**config.mk**
```make
export PLATFORM = sky130hd
export DESIGN_NAME = http_response_header_parser
export DESIGN_NICKNAME = d
export VERILOG_FILES = /design/src/hdl/hrhp_pkg.sv /design/src/hdl/http_response_header_parser.sv
export VERILOG_INCLUDE_DIRS = /design/src /design/src/hdl
export SDC_FILE = /design/constraint.sdc
export NUM_CORES = 1
export LEC_CHECK = 0
export BUFFER_PORTS_ARGS = -buffer_cell sky130_fd_sc_hd__buf_2
export CORE_AREA = 10 10 112 114
export DETAILED_ROUTE_END_ITERATION = 7
export DIE_AREA = 0 0 122 124
export GPL_TIMING_DRIVEN = 0
export PLACE_DENSITY = 0.81
export SLEW_MARGIN = 10
export SYNTH_ARGS = -nofsm -noshare
export SYNTH_HDL_FRONTEND = slang
export SYNTH_SLANG_ARGS = --single-unit
```
**constraint.sdc**
```tcl
create_clock -name clk -period 7.6 [get_ports clk]
set_input_delay 1.14 -clock clk [delete_from_list [all_inputs] [get_ports clk]]
set_output_delay 1.14 -clock clk [all_outputs]
set_load 0.03 [all_outputs]
```
**src/hdl/http_response_header_parser_macros.svh**
```systemverilog
// ---------------------------------------------------------------------------
// Assertion macros shared by the response header parser
// ---------------------------------------------------------------------------
`ifndef HTTP_RESPONSE_HEADER_PARSER_MACROS_SVH
`define HTTP_RESPONSE_HEADER_PARSER_MACROS_SVH

// Check a condition at every clock edge outside reset.
`define HRHP_ASSERT_ALWAYS(label, cond, msg) \
  label: assert property (@(posedge clk) disable iff (rst) (cond)) else $error(msg);

// Check that a consequent holds in the cycle after its antecedent.
`define HRHP_ASSERT_NEXT(label, ante, cons, msg) \
  label: assert property (@(posedge clk) disable iff (rst) (ante) |=> (cons)) \
    else $error(msg);

`endif

```
**src/hdl/hrhp_pkg.sv**
```systemverilog
// ---------------------------------------------------------------------------
// hrhp_pkg
// Types, character codes and roles for the response header parser.
// ---------------------------------------------------------------------------
package hrhp_pkg;

  typedef enum logic [3:0] {
    ST_DONE         = 4'd0,
    ST_PROTOCOL     = 4'd1,
    ST_BEFORE_MAJOR = 4'd2,
    ST_MAJOR        = 4'd3,
    ST_BEFORE_MINOR = 4'd4,
    ST_MINOR        = 4'd5,
    ST_BEFORE_CODE  = 4'd6,
    ST_CODE         = 4'd7,
    ST_BEFORE_TEXT  = 4'd8,
    ST_TEXT         = 4'd9,
    ST_BEFORE_LF    = 4'd10,
    ST_BEFORE_KEY   = 4'd11,
    ST_KEY          = 4'd12,
    ST_BEFORE_SEP   = 4'd13,
    ST_BEFORE_VALUE = 4'd14,
    ST_VALUE        = 4'd15
  } parse_state_t;

  localparam int NumWidth = 10;

  typedef logic [NumWidth-1:0] num_val_t;

  // Running number field: value, digit count and stop flag.
  typedef struct packed {
    num_val_t   acc;
    logic [1:0] taken;
    logic       stopped;
  } num_t;

  localparam logic [2:0] ROLE_OTHER  = 3'd0;
  localparam logic [2:0] ROLE_NUMBER = 3'd1;
  localparam logic [2:0] ROLE_TEXT   = 3'd2;
  localparam logic [2:0] ROLE_KEY    = 3'd3;
  localparam logic [2:0] ROLE_VALUE  = 3'd4;

  localparam logic [7:0] CH_H     = 8'h48;
  localparam logic [7:0] CH_T     = 8'h54;
  localparam logic [7:0] CH_P     = 8'h50;
  localparam logic [7:0] CH_SLASH = 8'h2F;
  localparam logic [7:0] CH_DOT   = 8'h2E;
  localparam logic [7:0] CH_COLON = 8'h3A;
  localparam logic [7:0] CH_SPACE = 8'h20;
  localparam logic [7:0] CH_CR    = 8'h0D;
  localparam logic [7:0] CH_LF    = 8'h0A;
  localparam logic [7:0] CH_ZERO  = 8'h30;
  localparam logic [7:0] CH_NINE  = 8'h39;

  localparam logic [1:0] MaxDigits = 2'd3;

  // Expected byte of the protocol name at a given position.
  function automatic logic [7:0] magic_char(input logic [1:0] idx);
    logic [7:0] c;
    case (idx)
      2'd0:    c = CH_H;
      2'd1:    c = CH_T;
      2'd2:    c = CH_T;
      default: c = CH_P;
    endcase
    return c;
  endfunction

endpackage

```
**src/hdl/http_response_header_parser.sv**
```systemverilog
// ---------------------------------------------------------------------------
// http_response_header_parser
// Byte-wide HTTP response status line and header parser.
// ---------------------------------------------------------------------------
// Usage:
//   Input channel (in_valid/in_ready) carries one response byte per transfer
//   with first set on the first byte of each response. Output channel
//   (out_valid/out_ready) returns one result per input byte: the byte, its
//   role, the terminator flags and the parsed version and status code.
// Throughput and output:
//   One byte per cycle unless stalled. A byte's result appears in the
//   cycle after its transfer, from the output register. All parsing of a
//   byte is one combinational pass from the parser state to that register.
// Stall:
//   While a result waits, the next byte is still taken in the same cycle
//   that the receiver takes the waiting result; with out_ready low and a
//   result pending, in_ready is low and the result holds.
// Reset:
//   rst (synchronous) empties the output register and puts the parser in
//   its idle state, where bytes are ignored until one with first set.
// ---------------------------------------------------------------------------
`include "http_response_header_parser_macros.svh"

module http_response_header_parser (
  input  logic       clk,
  input  logic       rst,
  input  logic       in_valid,
  output logic       in_ready,
  input  logic [7:0] data_byte,
  input  logic       first,
  output logic       out_valid,
  input  logic       out_ready,
  output logic [7:0] byte_out,
  output logic [2:0] role,
  output logic       key_end,
  output logic       value_end,
  output logic       status_line_done,
  output logic       header_end,
  output logic       rejected,
  output logic [9:0] major_version,
  output logic [9:0] minor_version,
  output logic [9:0] status_code
);

  hrhp_pkg::parse_state_t parse_state, parse_state_next;
  logic [2:0]         byte_position, byte_position_next;
  hrhp_pkg::num_t     num, num_next;
  hrhp_pkg::num_val_t major_reg, major_reg_next;
  hrhp_pkg::num_val_t minor_reg, minor_reg_next;
  hrhp_pkg::num_val_t code_reg, code_reg_next;

  logic [2:0] role_next;
  logic       key_end_next, value_end_next, status_done_next;
  logic       header_end_next, rejected_next;
  logic       in_xfer;

  assign in_ready = !out_valid || out_ready;
  assign in_xfer  = in_valid && in_ready;

  assign major_version = major_reg;
  assign minor_version = minor_reg;
  assign status_code   = code_reg;

  // Take one byte into a number field: at most three leading digits.
  function automatic hrhp_pkg::num_t num_take(input hrhp_pkg::num_t n,
                                              input logic [7:0] b);
    hrhp_pkg::num_t     r;
    hrhp_pkg::num_val_t x10;
    r = n;
    x10 = hrhp_pkg::num_val_t'((n.acc << 3) + (n.acc << 1));
    if (!n.stopped && n.taken < hrhp_pkg::MaxDigits &&
        b >= hrhp_pkg::CH_ZERO && b <= hrhp_pkg::CH_NINE) begin
      r.acc   = x10 + hrhp_pkg::num_val_t'(b[3:0]);
      r.taken = n.taken + 2'd1;
    end else begin
      r.stopped = 1'b1;
    end
    return r;
  endfunction

  always_comb begin
    parse_state_next   = parse_state;
    byte_position_next = byte_position;
    num_next           = num;
    major_reg_next     = major_reg;
    minor_reg_next     = minor_reg;
    code_reg_next      = code_reg;
    role_next          = hrhp_pkg::ROLE_OTHER;
    key_end_next       = 1'b0;
    value_end_next     = 1'b0;
    status_done_next   = 1'b0;
    header_end_next    = 1'b0;
    rejected_next      = 1'b0;

    if (first) begin
      parse_state_next   = hrhp_pkg::ST_PROTOCOL;
      byte_position_next = 3'd0;
      num_next           = '0;
      major_reg_next     = '0;
      minor_reg_next     = '0;
      code_reg_next      = '0;
    end

    // Check the protocol name over the first four bytes.
    if (parse_state_next != hrhp_pkg::ST_DONE && !byte_position_next[2] &&
        data_byte != hrhp_pkg::magic_char(byte_position_next[1:0])) begin
      rejected_next    = 1'b1;
      parse_state_next = hrhp_pkg::ST_DONE;
    end
    if (!byte_position_next[2]) begin
      byte_position_next = byte_position_next + 3'd1;
    end

    // Fall through the states in order, as one byte may pass several.
    if (parse_state_next == hrhp_pkg::ST_PROTOCOL && data_byte == hrhp_pkg::CH_SLASH) begin
      parse_state_next = hrhp_pkg::ST_BEFORE_MAJOR;
    end
    if (parse_state_next == hrhp_pkg::ST_BEFORE_MAJOR && data_byte != hrhp_pkg::CH_SLASH) begin
      num_next         = '0;
      parse_state_next = hrhp_pkg::ST_MAJOR;
    end
    if (parse_state_next == hrhp_pkg::ST_MAJOR) begin
      if (data_byte == hrhp_pkg::CH_DOT) begin
        major_reg_next   = num_next.acc;
        parse_state_next = hrhp_pkg::ST_BEFORE_MINOR;
      end else begin
        num_next  = num_take(num_next, data_byte);
        role_next = hrhp_pkg::ROLE_NUMBER;
      end
    end
    if (parse_state_next == hrhp_pkg::ST_BEFORE_MINOR && data_byte != hrhp_pkg::CH_DOT) begin
      num_next         = '0;
      parse_state_next = hrhp_pkg::ST_MINOR;
    end
    if (parse_state_next == hrhp_pkg::ST_MINOR) begin
      if (data_byte == hrhp_pkg::CH_SPACE) begin
        minor_reg_next   = num_next.acc;
        parse_state_next = hrhp_pkg::ST_BEFORE_CODE;
      end else begin
        num_next  = num_take(num_next, data_byte);
        role_next = hrhp_pkg::ROLE_NUMBER;
      end
    end
    if (parse_state_next == hrhp_pkg::ST_BEFORE_CODE && data_byte != hrhp_pkg::CH_SPACE) begin
      num_next         = '0;
      parse_state_next = hrhp_pkg::ST_CODE;
    end
    if (parse_state_next == hrhp_pkg::ST_CODE) begin
      if (data_byte == hrhp_pkg::CH_SPACE) begin
        code_reg_next    = num_next.acc;
        parse_state_next = hrhp_pkg::ST_BEFORE_TEXT;
      end else if (data_byte == hrhp_pkg::CH_CR) begin
        code_reg_next    = num_next.acc;
        status_done_next = 1'b1;
        parse_state_next = hrhp_pkg::ST_BEFORE_LF;
      end else begin
        num_next  = num_take(num_next, data_byte);
        role_next = hrhp_pkg::ROLE_NUMBER;
      end
    end
    if (parse_state_next == hrhp_pkg::ST_BEFORE_TEXT && data_byte != hrhp_pkg::CH_SPACE) begin
      parse_state_next = hrhp_pkg::ST_TEXT;
    end
    if (parse_state_next == hrhp_pkg::ST_TEXT) begin
      if (data_byte == hrhp_pkg::CH_CR) begin
        status_done_next = 1'b1;
        parse_state_next = hrhp_pkg::ST_BEFORE_LF;
      end else begin
        role_next = hrhp_pkg::ROLE_TEXT;
      end
    end
    if (parse_state_next == hrhp_pkg::ST_BEFORE_LF && data_byte == hrhp_pkg::CH_LF) begin
      parse_state_next = hrhp_pkg::ST_BEFORE_KEY;
    end
    if (parse_state_next == hrhp_pkg::ST_BEFORE_KEY && data_byte != hrhp_pkg::CH_LF) begin
      parse_state_next = hrhp_pkg::ST_KEY;
    end
    if (parse_state_next == hrhp_pkg::ST_KEY) begin
      if (data_byte == hrhp_pkg::CH_CR) begin
        header_end_next  = 1'b1;
        parse_state_next = hrhp_pkg::ST_DONE;
      end else if (data_byte == hrhp_pkg::CH_SPACE || data_byte == hrhp_pkg::CH_COLON) begin
        key_end_next     = 1'b1;
        parse_state_next = hrhp_pkg::ST_BEFORE_SEP;
      end else begin
        role_next = hrhp_pkg::ROLE_KEY;
      end
    end
    if (parse_state_next == hrhp_pkg::ST_BEFORE_SEP && data_byte == hrhp_pkg::CH_COLON) begin
      parse_state_next = hrhp_pkg::ST_BEFORE_VALUE;
    end
    if (parse_state_next == hrhp_pkg::ST_BEFORE_VALUE && data_byte != hrhp_pkg::CH_SPACE &&
        data_byte != hrhp_pkg::CH_COLON) begin
      parse_state_next = hrhp_pkg::ST_VALUE;
    end
    if (parse_state_next == hrhp_pkg::ST_VALUE) begin
      if (data_byte == hrhp_pkg::CH_CR) begin
        value_end_next   = 1'b1;
        parse_state_next = hrhp_pkg::ST_BEFORE_LF;
      end else begin
        role_next = hrhp_pkg::ROLE_VALUE;
      end
    end
  end

  // Parser state advances on each input transfer.
  always_ff @(posedge clk) begin
    if (rst) begin
      parse_state   <= hrhp_pkg::ST_DONE;
      byte_position <= 3'd0;
      num           <= '0;
      major_reg     <= '0;
      minor_reg     <= '0;
      code_reg      <= '0;
    end else if (in_xfer) begin
      parse_state   <= parse_state_next;
      byte_position <= byte_position_next;
      num           <= num_next;
      major_reg     <= major_reg_next;
      minor_reg     <= minor_reg_next;
      code_reg      <= code_reg_next;
    end
  end

  always_ff @(posedge clk) begin
    if (rst) begin
      out_valid <= 1'b0;
    end else if (in_xfer) begin
      out_valid <= 1'b1;
    end else if (out_ready) begin
      out_valid <= 1'b0;
    end
  end

  always_ff @(posedge clk) begin
    if (in_xfer) begin
      byte_out         <= data_byte;
      role             <= role_next;
      key_end          <= key_end_next;
      value_end        <= value_end_next;
      status_line_done <= status_done_next;
      header_end       <= header_end_next;
      rejected         <= rejected_next;
    end
  end

  `HRHP_ASSERT_ALWAYS(a_one_terminator,
    !out_valid || $onehot0({key_end, value_end, status_line_done, header_end}),
    "more than one terminator flag on a result")
  `HRHP_ASSERT_ALWAYS(a_reject_plain,
    !(out_valid && rejected) || (role == hrhp_pkg::ROLE_OTHER && !key_end && !value_end &&
      !status_line_done && !header_end),
    "rejected byte carries a role or terminator")
  `HRHP_ASSERT_NEXT(a_first_bad_rejects,
    in_xfer && first && data_byte != hrhp_pkg::CH_H,
    out_valid && rejected && parse_state == hrhp_pkg::ST_DONE,
    "bad first byte not rejected")
  `HRHP_ASSERT_NEXT(a_first_clears_numbers,
    in_xfer && first,
    out_valid && major_version == '0 && minor_version == '0 && status_code == '0,
    "first byte did not clear parsed numbers")

endmodule

```
==> impl_summary.md, run 1 <==
Yosys
Yosys attributes the largest share of cell area to sky130_fd_sc_hd__dfxtp_1, sky130_fd_sc_hd__ha_1, sky130_fd_sc_hd__edfxtp_1. The cell count after synthesis came out at 595. By count the netlist is led by sky130_fd_sc_hd__nor2_1, sky130_fd_sc_hd__dfxtp_1, sky130_fd_sc_hd__ha_1, sky130_fd_sc_hd__nand2_1, sky130_fd_sc_hd__a21oi_1. The largest total area in the synthesized netlist belongs to sky130_fd_sc_hd__dfxtp_1. The top-area cell type share of the netlist area is 20.1%. The fraction of synthesis flops using an asynchronous set or reset pin is 0%. The number of synthesized flops with an enable pin is 16.

After synthesis the netlist holds a flip-flop and latch count of 67. Synthesis produced a netlist with a net count of 660. After synthesis, flip-flops and latches occupy 29.6% of the total area. The synthesized area per cell is 8.52 um2.

The most used flip-flop cell after synthesis is sky130_fd_sc_hd__dfxtp_1. The count of warnings emitted by yosys is 0. Yosys mapped the design onto 77 distinct sky130hd cell types. The cell with the most instances after synthesis is sky130_fd_sc_hd__nor2_1. After synthesis the cells add up to 5070 um2.

STA
The routed design could run at a clock period as short as 7540 ps. The total count of max-transition violations in the final report is 0. Of the available clock period, the critical path in the final layout requires 99.2%. The slew at the pin closest to its max-slew limit is 1040 ps. After routing, the total negative slack on setup checks comes to 0 ps. In this run the tightest slew margin relative to its limit is 30.2%. The final count of hold timing violations came to 0. The final hold slack is 493 ps. The fmax is 133 MHz.

The clock arrives with 20.0 ps of skew. The number of setup violations in the final report is 0.

Route
The detail route stage leaves a number of antenna-violating nets equal to 0. The total wire length after detailed routing is 17.1 mm. The per-cell routed wire length is 19.9 um. The routed layout has 5326 vias. The routed design uses 1.51 mm of met3 wire. The number of violations reported at the end of detailed-routing iteration 0 is 571. After detailed routing, the wire length on met1 is 6.68 mm. The post-detailed-route via-to-cell ratio is 6.18.

In the routed design, unresolved DRC markers number 0. Wire segments on met2 add up to 8.08 mm in the final route. The number of optimization iterations in the first detailed-route pass is 5. The top metal layer carrying routed signals is met4.

GRT
The initial antenna violation count is 0. The global-route wire length before repair is 25.7 mm. Entering global routing, the biggest net connects 26 pins.

Across every metal layer, demand over resource in global routing totals 21.1%. The via count of the first global-routing pass is 5159. Summed over all layers, the global routing overflow is 0.

Floorplan
The region available for standard cell placement spans 10200 um2. The initialized floorplan defines 37 standard-cell rows. The full die area is 15100 um2. Once the floorplan was initialized, standard cells occupied 49.5% of the core. The die boundary height is 124 um. The die width is 122 um.

61 I/O pins were placed.

Pwr
The design draws 0.000884 W. The part of the power in combinational logic is 19.8%. IR analysis of the VDD net gives a maximum drop of 0.0731 mV. The internal power of the cells totals 0.000600 W. In this run, flip-flops and latches consume 43.1% of the power.

The clock power share is 37.1%. The switching component of the power is 0.000283 W. The switching share of total power is 32.1%. In this run the power density over the cells is 134 nW/um2. In this run the static leakage power is 2.82 nW.

Critical path
The most numerous cell type found on the critical path is sky130_fd_sc_hd__ha_1. The data required time of the worst path is 7910 ps. The endpoint identified for the worst register-to-register timing path is num[12]. The flop-to-flop setup slack is 640 ps. The critical path launch point type is an input pin. The critical register-to-register path startpoint is byte_position[0]. The largest stage delay on the critical path is 570 ps. The category of the critical setup timing path is in -> reg. The type of destination of the critical path is a flip-flop. The biggest fanout along the worst timing path is 8. STA puts the critical path data arrival time at 7850 ps. The worst register-to-register path has a depth of 29. The cell with the largest stage delay on the worst path is sky130_fd_sc_hd__fa_1.

Place
The count of input and output buffers is 59. The routability congestion estimate is 0.967. The HPWL after detailed placement is 11.8 mm.

Outcome
The run finished with clean final reports.

Clock tree
The latest clock arrival within the worst-skew pair is 370 ps. The clock buffer count from CTS is 9. Counting every sink on the clock net gives 67. Counting along the longest clock path gives a buffer depth of 2.

After clock tree synthesis, the flow added hold-fix buffers numbering 0. The tree is rooted in a sky130_fd_sc_hd__clkbuf_8. The TritonCTS clock tree is yes. The clock-pin transition on the worst setup and hold timing paths is 90 ps. The depth of the CTS H-tree is 3.

Min path
The worst hold endpoint is num[0]. Counting instances, the worst hold path has a depth of 2. The min-delay analysis places its worst path in the category reg -> reg.

The beginning of the worst hold path is num[0].

Final layout
The layout has 813 filler cells. The growth of design area from synthesis to finish is 29.9%. The ratio of cells with drive above 1 in the final layout is 30.7%. The net total in the final layout is 786.

The repair_antennas step left the layout with diodes totalling 0. Cells fill 64.3% of the core in the end.

Flow run
Max-cap violations in this run came to 0.
## registers in the layout, indices dropped and copies added, names as in the netlist
signal,count
value_end,1
header_end,1
status_line_done,1
key_end,1
minor_version,10
rejected,1
major_version,10
num,13
role,3
out_valid,1
byte_out,8
status_code,10
parse_state,4
byte_position,3
## cell families (layout without fill, tap and decap cells)
family | after synthesis | count (layout) | share of synthesized area, %
buffers and inverters | 62 | 193 | 5.11
DFF | 67 | 67 | 29.6
AOI/OAI and AO/OA | 162 | 162 | 23.4
muxes | 17 | 17 | 3.48
adders and majority gates | 52 | 52 | 13.7
xor gates and xnor gates | 29 | 29 | 5.31
and+or+nand+nor | 206 | 206 | 19.4
## worst max path at each step
stage	depth (start not counted)	start	slack, ps	to
after global routing	34	first	-110	num[12]
after CTS	34	first	7	num[12]
final	32	first	60	num[12]
after global placement	30	first	-930	num[12]
after floorplan	33	first	9	num[12]
after detailed placement	32	first	-1120	num[12]
## worst max-delay path: cells and delay by family
kind	cells	cell delay, ps
compound gates	10	2140
xor+xnor	3	380
fa+ha+maj	7	2330
buf+inv	5	450
mux	1	80
simple gates	6	1290
## per-layer routing
metal  up-vias  global-route usage [%]
li1       2430                       -
met1      2525                    23.7
met2       294                    35.8
met3        77                    4.75
met4         0                    12.8
met5         -                       0
## power by group through the flow
| stage | Sequential [W] | Combinational, W | Clock (W) |
|---|---|---|---|
| after floorplan | 0.000397 | 0.0000859 | 0 |
| after global placement | 0.000388 | 0.000130 | 0 |
| after detailed placement | 0.000388 | 0.000135 | 0 |
| after CTS | 0.000380 | 0.000149 | 0.000324 |
| after global routing | 0.000382 | 0.000187 | 0.000339 |
| final | 0.000381 | 0.000175 | 0.000328 |
## metrics by stage
stage / area [um2] / setup slack, ps / instances
after global routing: 6580 / -109 / 862
after global placement: 5580 / -926 / 790
final: 6580 / 60.6 / 862
after floorplan: 5110 / 9.12 / 595
after CTS: 6070 / 7.43 / 816
after detailed placement: 5580 / -1120 / 790
## final cells by class
cell class	count	area, um2	share of cell area [%]
flip-flops and latches	67	1500	22.8
inverters	33	128	1.94
clock inverters	7	81.3	1.24
plain buffers	28	165	2.51
well taps	136	170	2.59
multi-input cells	466	3680	55.9
clock buffers	9	124	1.88
repair buffers	116	733	11.1
## what timing repair did
item | CTS | global route
pin swaps | 14 | 48
endpoints found under the setup margin | 3 | 3
buffers inserted | 11 | 46
gates resized for setup | 36 | 41
## cell usage in the layout (no fill, tap or decap), types with 19 or more instances in the layout
cell,synthesis,final
sky130_fd_sc_hd__a21oi_1,38,27
sky130_fd_sc_hd__a22oi_1,29,29
sky130_fd_sc_hd__buf_2,6,62
sky130_fd_sc_hd__buf_4,1,57
sky130_fd_sc_hd__dfxtp_1,51,51
sky130_fd_sc_hd__ha_1,46,37
sky130_fd_sc_hd__inv_1,31,27
sky130_fd_sc_hd__nand2_1,45,41
sky130_fd_sc_hd__nor2_1,82,72
sky130_fd_sc_hd__xnor2_1,21,19
Note: power is estimated with default switching activity, not from simulation.
==> inputs of run 2 (changes only) <==
--- a/config.mk
+++ b/config.mk
@@ -7,11 +7,11 @@
 export NUM_CORES = 1
 export LEC_CHECK = 0
 export BUFFER_PORTS_ARGS = -buffer_cell sky130_fd_sc_hd__buf_2
-export CORE_AREA = 10 10 112 114
+export CORE_AREA = 10 10 108 110
 export DETAILED_ROUTE_END_ITERATION = 7
-export DIE_AREA = 0 0 122 124
+export DIE_AREA = 0 0 118 120
 export GPL_TIMING_DRIVEN = 0
-export PLACE_DENSITY = 0.81
+export PLACE_DENSITY = 0.86
 export SLEW_MARGIN = 10
 export SYNTH_ARGS = -nofsm -noshare
 export SYNTH_HDL_FRONTEND = slang
==> run 2 against run 1 <==
Net effect: non-clock buffer count is 16 lower; maximum frequency is 0.79% higher; total power is 0.81% lower; sequential cell count stayed put; highest routed layer unchanged; sequential share of layout area is 0.48 points higher; register-to-register slack hardly changed; clock power hardly changed.
==> impl_summary.md, run 2 (synthesized netlist as in run 1, its figures left out) <==
Outcome
The run finished with clean final reports.

Place
The count of buffers added on input and output ports is 59. After detailed placement, the total cell area comes to 5580 um2. After detailed placement, the design holds a cell count of 787.

Once detailed placement completed, the half-perimeter wirelength came to 11.7 mm. At the end of routability-driven placement, the weighted congestion stood at 0.976.

STA
The total count of max-transition violations in the final report is 0. The final count of hold timing violations is 0. For the final routed database, the setup TNS stands at 0 ps.

Headroom to the max-slew limit came out at 37.3%. For the pin with the worst max-slew slack, the measured transition is 935 ps. Setup violations remaining at the end of the flow were counted as 0. The fmax is 134 MHz. Between clock sinks in the finished design, the worst skew comes to 13.4 ps. Final hold analysis gives a worst-case slack of 501 ps. The final clock period utilization by the worst path is 98.4%.

The worst path in the final design needs a cycle of 7480 ps, including I/O delays and setup.

Route
For this block, the via count after detailed routing is 5151. In this run the remaining antenna-violating nets after routing total 0. The total wire length after detailed routing is 16.6 mm. The first routing iteration left 427 violations. The detailed-route DRC error count is 0. The per-cell routed wire length is 19.7 um. The post-detailed-route via-to-cell ratio is 6.11. The number of optimization iterations in the first detailed-route pass is 5.

Clock tree
Clock tree synthesis found a total of 67 sinks. The TritonCTS clock tree is yes. The tree is rooted in a sky130_fd_sc_hd__clkbuf_8.

After clock tree synthesis, the clock-pin slew on the worst setup and hold paths is 80 ps. Counting the buffers created by CTS gives 9. The depth of the CTS H-tree is 3. The clock passes through at most 2 buffers. The post-cts hold buffer count is 0.

The latest clock arrival within the worst-skew pair is 380 ps.

GRT
Entering global routing, the biggest net connects 26 pins. The initial antenna violation count is 0. For this run, the total global-route usage over all layers was measured as 22.0%. The via count of the first global-routing pass came to 5116. The global-route wire length before repair is 25.6 mm. Global routing finished with a remaining overflow of 0.

Final layout
The number of antenna diodes in the final layout is 0. The post-route netlist has 28.5% of its cells at a drive strength greater than 1. The top cell types in the final layout, fill and taps aside, are sky130_fd_sc_hd__nor2_1, sky130_fd_sc_hd__buf_2, sky130_fd_sc_hd__dfxtp_1. After routing the design area is 6450 um2. The most common library cell in the layout ignoring fill and taps is sky130_fd_sc_hd__nor2_1. The fraction of the core area covered by cells at the end of the flow is 67.5%. For this run, the post-layout net count is 770. The number of standard cells in the layout, taps in and fillers out is 843. The number of flip-flops in the largest register is 13. Counting the fill cells in the layout gives 756.

The register with the most flip-flops in the final layout is num. Compared with the post-synthesis result, the final layout area differs by 27.2%.

Floorplan
The floorplan step set the die width to 118 um. The number of rows created at floorplan is 36. The initial core utilization is 53.1%. The floorplan step defined a core boundary enclosing 9550 um2. The full die area is 14200 um2. The number of top-level design ports is 61. Measured along the y axis, the die boundary spans 120 um.

Critical path
STA puts the critical path data required time at 7920 ps. The critical path in this run is classified as in -> reg. The critical register-to-register path startpoint is byte_position[0]. The slowest stage of the critical path is the sky130_fd_sc_hd__a2111o_1 cell. The depth of the most critical reg-to-reg path is 30. The endpoint identified for the worst register-to-register timing path is num[12]. For flop-to-flop paths, the worst setup slack is 640 ps. The largest stage delay on the critical path is 480 ps. The cell repeated most along the worst path is sky130_fd_sc_hd__ha_1. The biggest fanout along the worst timing path is 7. The worst setup path is captured at a flip-flop. The arrival time at the worst endpoint is 7800 ps. STA classifies the critical path startpoint as an input pin.

Pwr
The part of the power in combinational logic is 18.9%. The total power divided by cell area is 136 nW/um2. The clock network accounts for 37.7% of the total power. In this run switching power makes up 32.0% of total power. Per report_power, the sequential group accounts for 43.4% of the total. The internal power summed over all cells is 0.000596 W. For this design the static power due to leakage is 2.72 nW.

The switching component of the power is 0.000281 W. The peak ir drop on the vdd network is 0.116 mV.

Flow run
The max-capacitance violation count is 0.

Min path
The tightest min-delay check is of the reg -> reg type. The worst hold endpoint is minor_version[4]. The beginning of the worst hold path is minor_version[4]. The worst hold path passes through 2 cells.
## run 2: cell types whose count changed in the layout (fill, tap and decap cells not counted), sizes merged
cell,before,now
buf,126,109
clkbuf,27,28
clkinv,1,2
inv,36,35
## run 2: through the flow
step                      total power [W]  setup slack (ps)
after floorplan                  0.000483              9.12
after global placement           0.000518              -987
after detailed placement         0.000522             -1140
after CTS                        0.000854             0.249
after global routing             0.000906              -128
final                            0.000876               120
## run 2: worst max path at each step
stage | start | endpoint | slack (ps) | cells after the start
after floorplan | first | num[12] | 9 | 33
after global placement | first | num[12] | -990 | 33
after detailed placement | first | num[12] | -1140 | 33
after CTS | first | num[12] | 0.2 | 33
after global routing | first | num[12] | -130 | 32
final | first | num[12] | 120 | 32
## run 2: layout make-up
type	count	area [um2]	share of cell area, %
Sequential cell	67	1500	23.3
Multi-Input combinational cell	466	3670	57.0
Tap cell	133	166	2.58
Inverter	33	128	1.98
Clock buffer	9	124	1.92
Buffer	27	155	2.41
Clock inverter	7	83.8	1.30
Timing Repair Buffer	101	613	9.51
## run 2: critical path: cells and delay by family
kind / cells / cell delay (ps)
buf+inv: 4 / 370
compound gates: 10 / 1910
fa+ha+maj: 8 / 2270
simple gates: 8 / 1820
xor+xnor: 2 / 270
## run 2: what timing repair did
action	in CTS	in global routing
pin swaps	8	32
buffers inserted	11	31
setup endpoints to repair	3	2
resized for setup	35	31
## run 2: routing by layer
layer,track usage [%],wire length (um),up-vias
li1,-,-,2395
met1,24.4,6510,2429
met4,11.9,745,0
met3,5.11,1260,66
met5,0,0,-
met2,38.5,8080,261
## run 2: power by group through the flow
stage / registers [W] / logic (W) / clock network [W]
floorplan: 0.000397 / 0.0000859 / 0
global placement: 0.000388 / 0.000130 / 0
detailed placement: 0.000388 / 0.000134 / 0
CTS: 0.000380 / 0.000145 / 0.000329
global route: 0.000381 / 0.000180 / 0.000345
finish: 0.000380 / 0.000166 / 0.000330
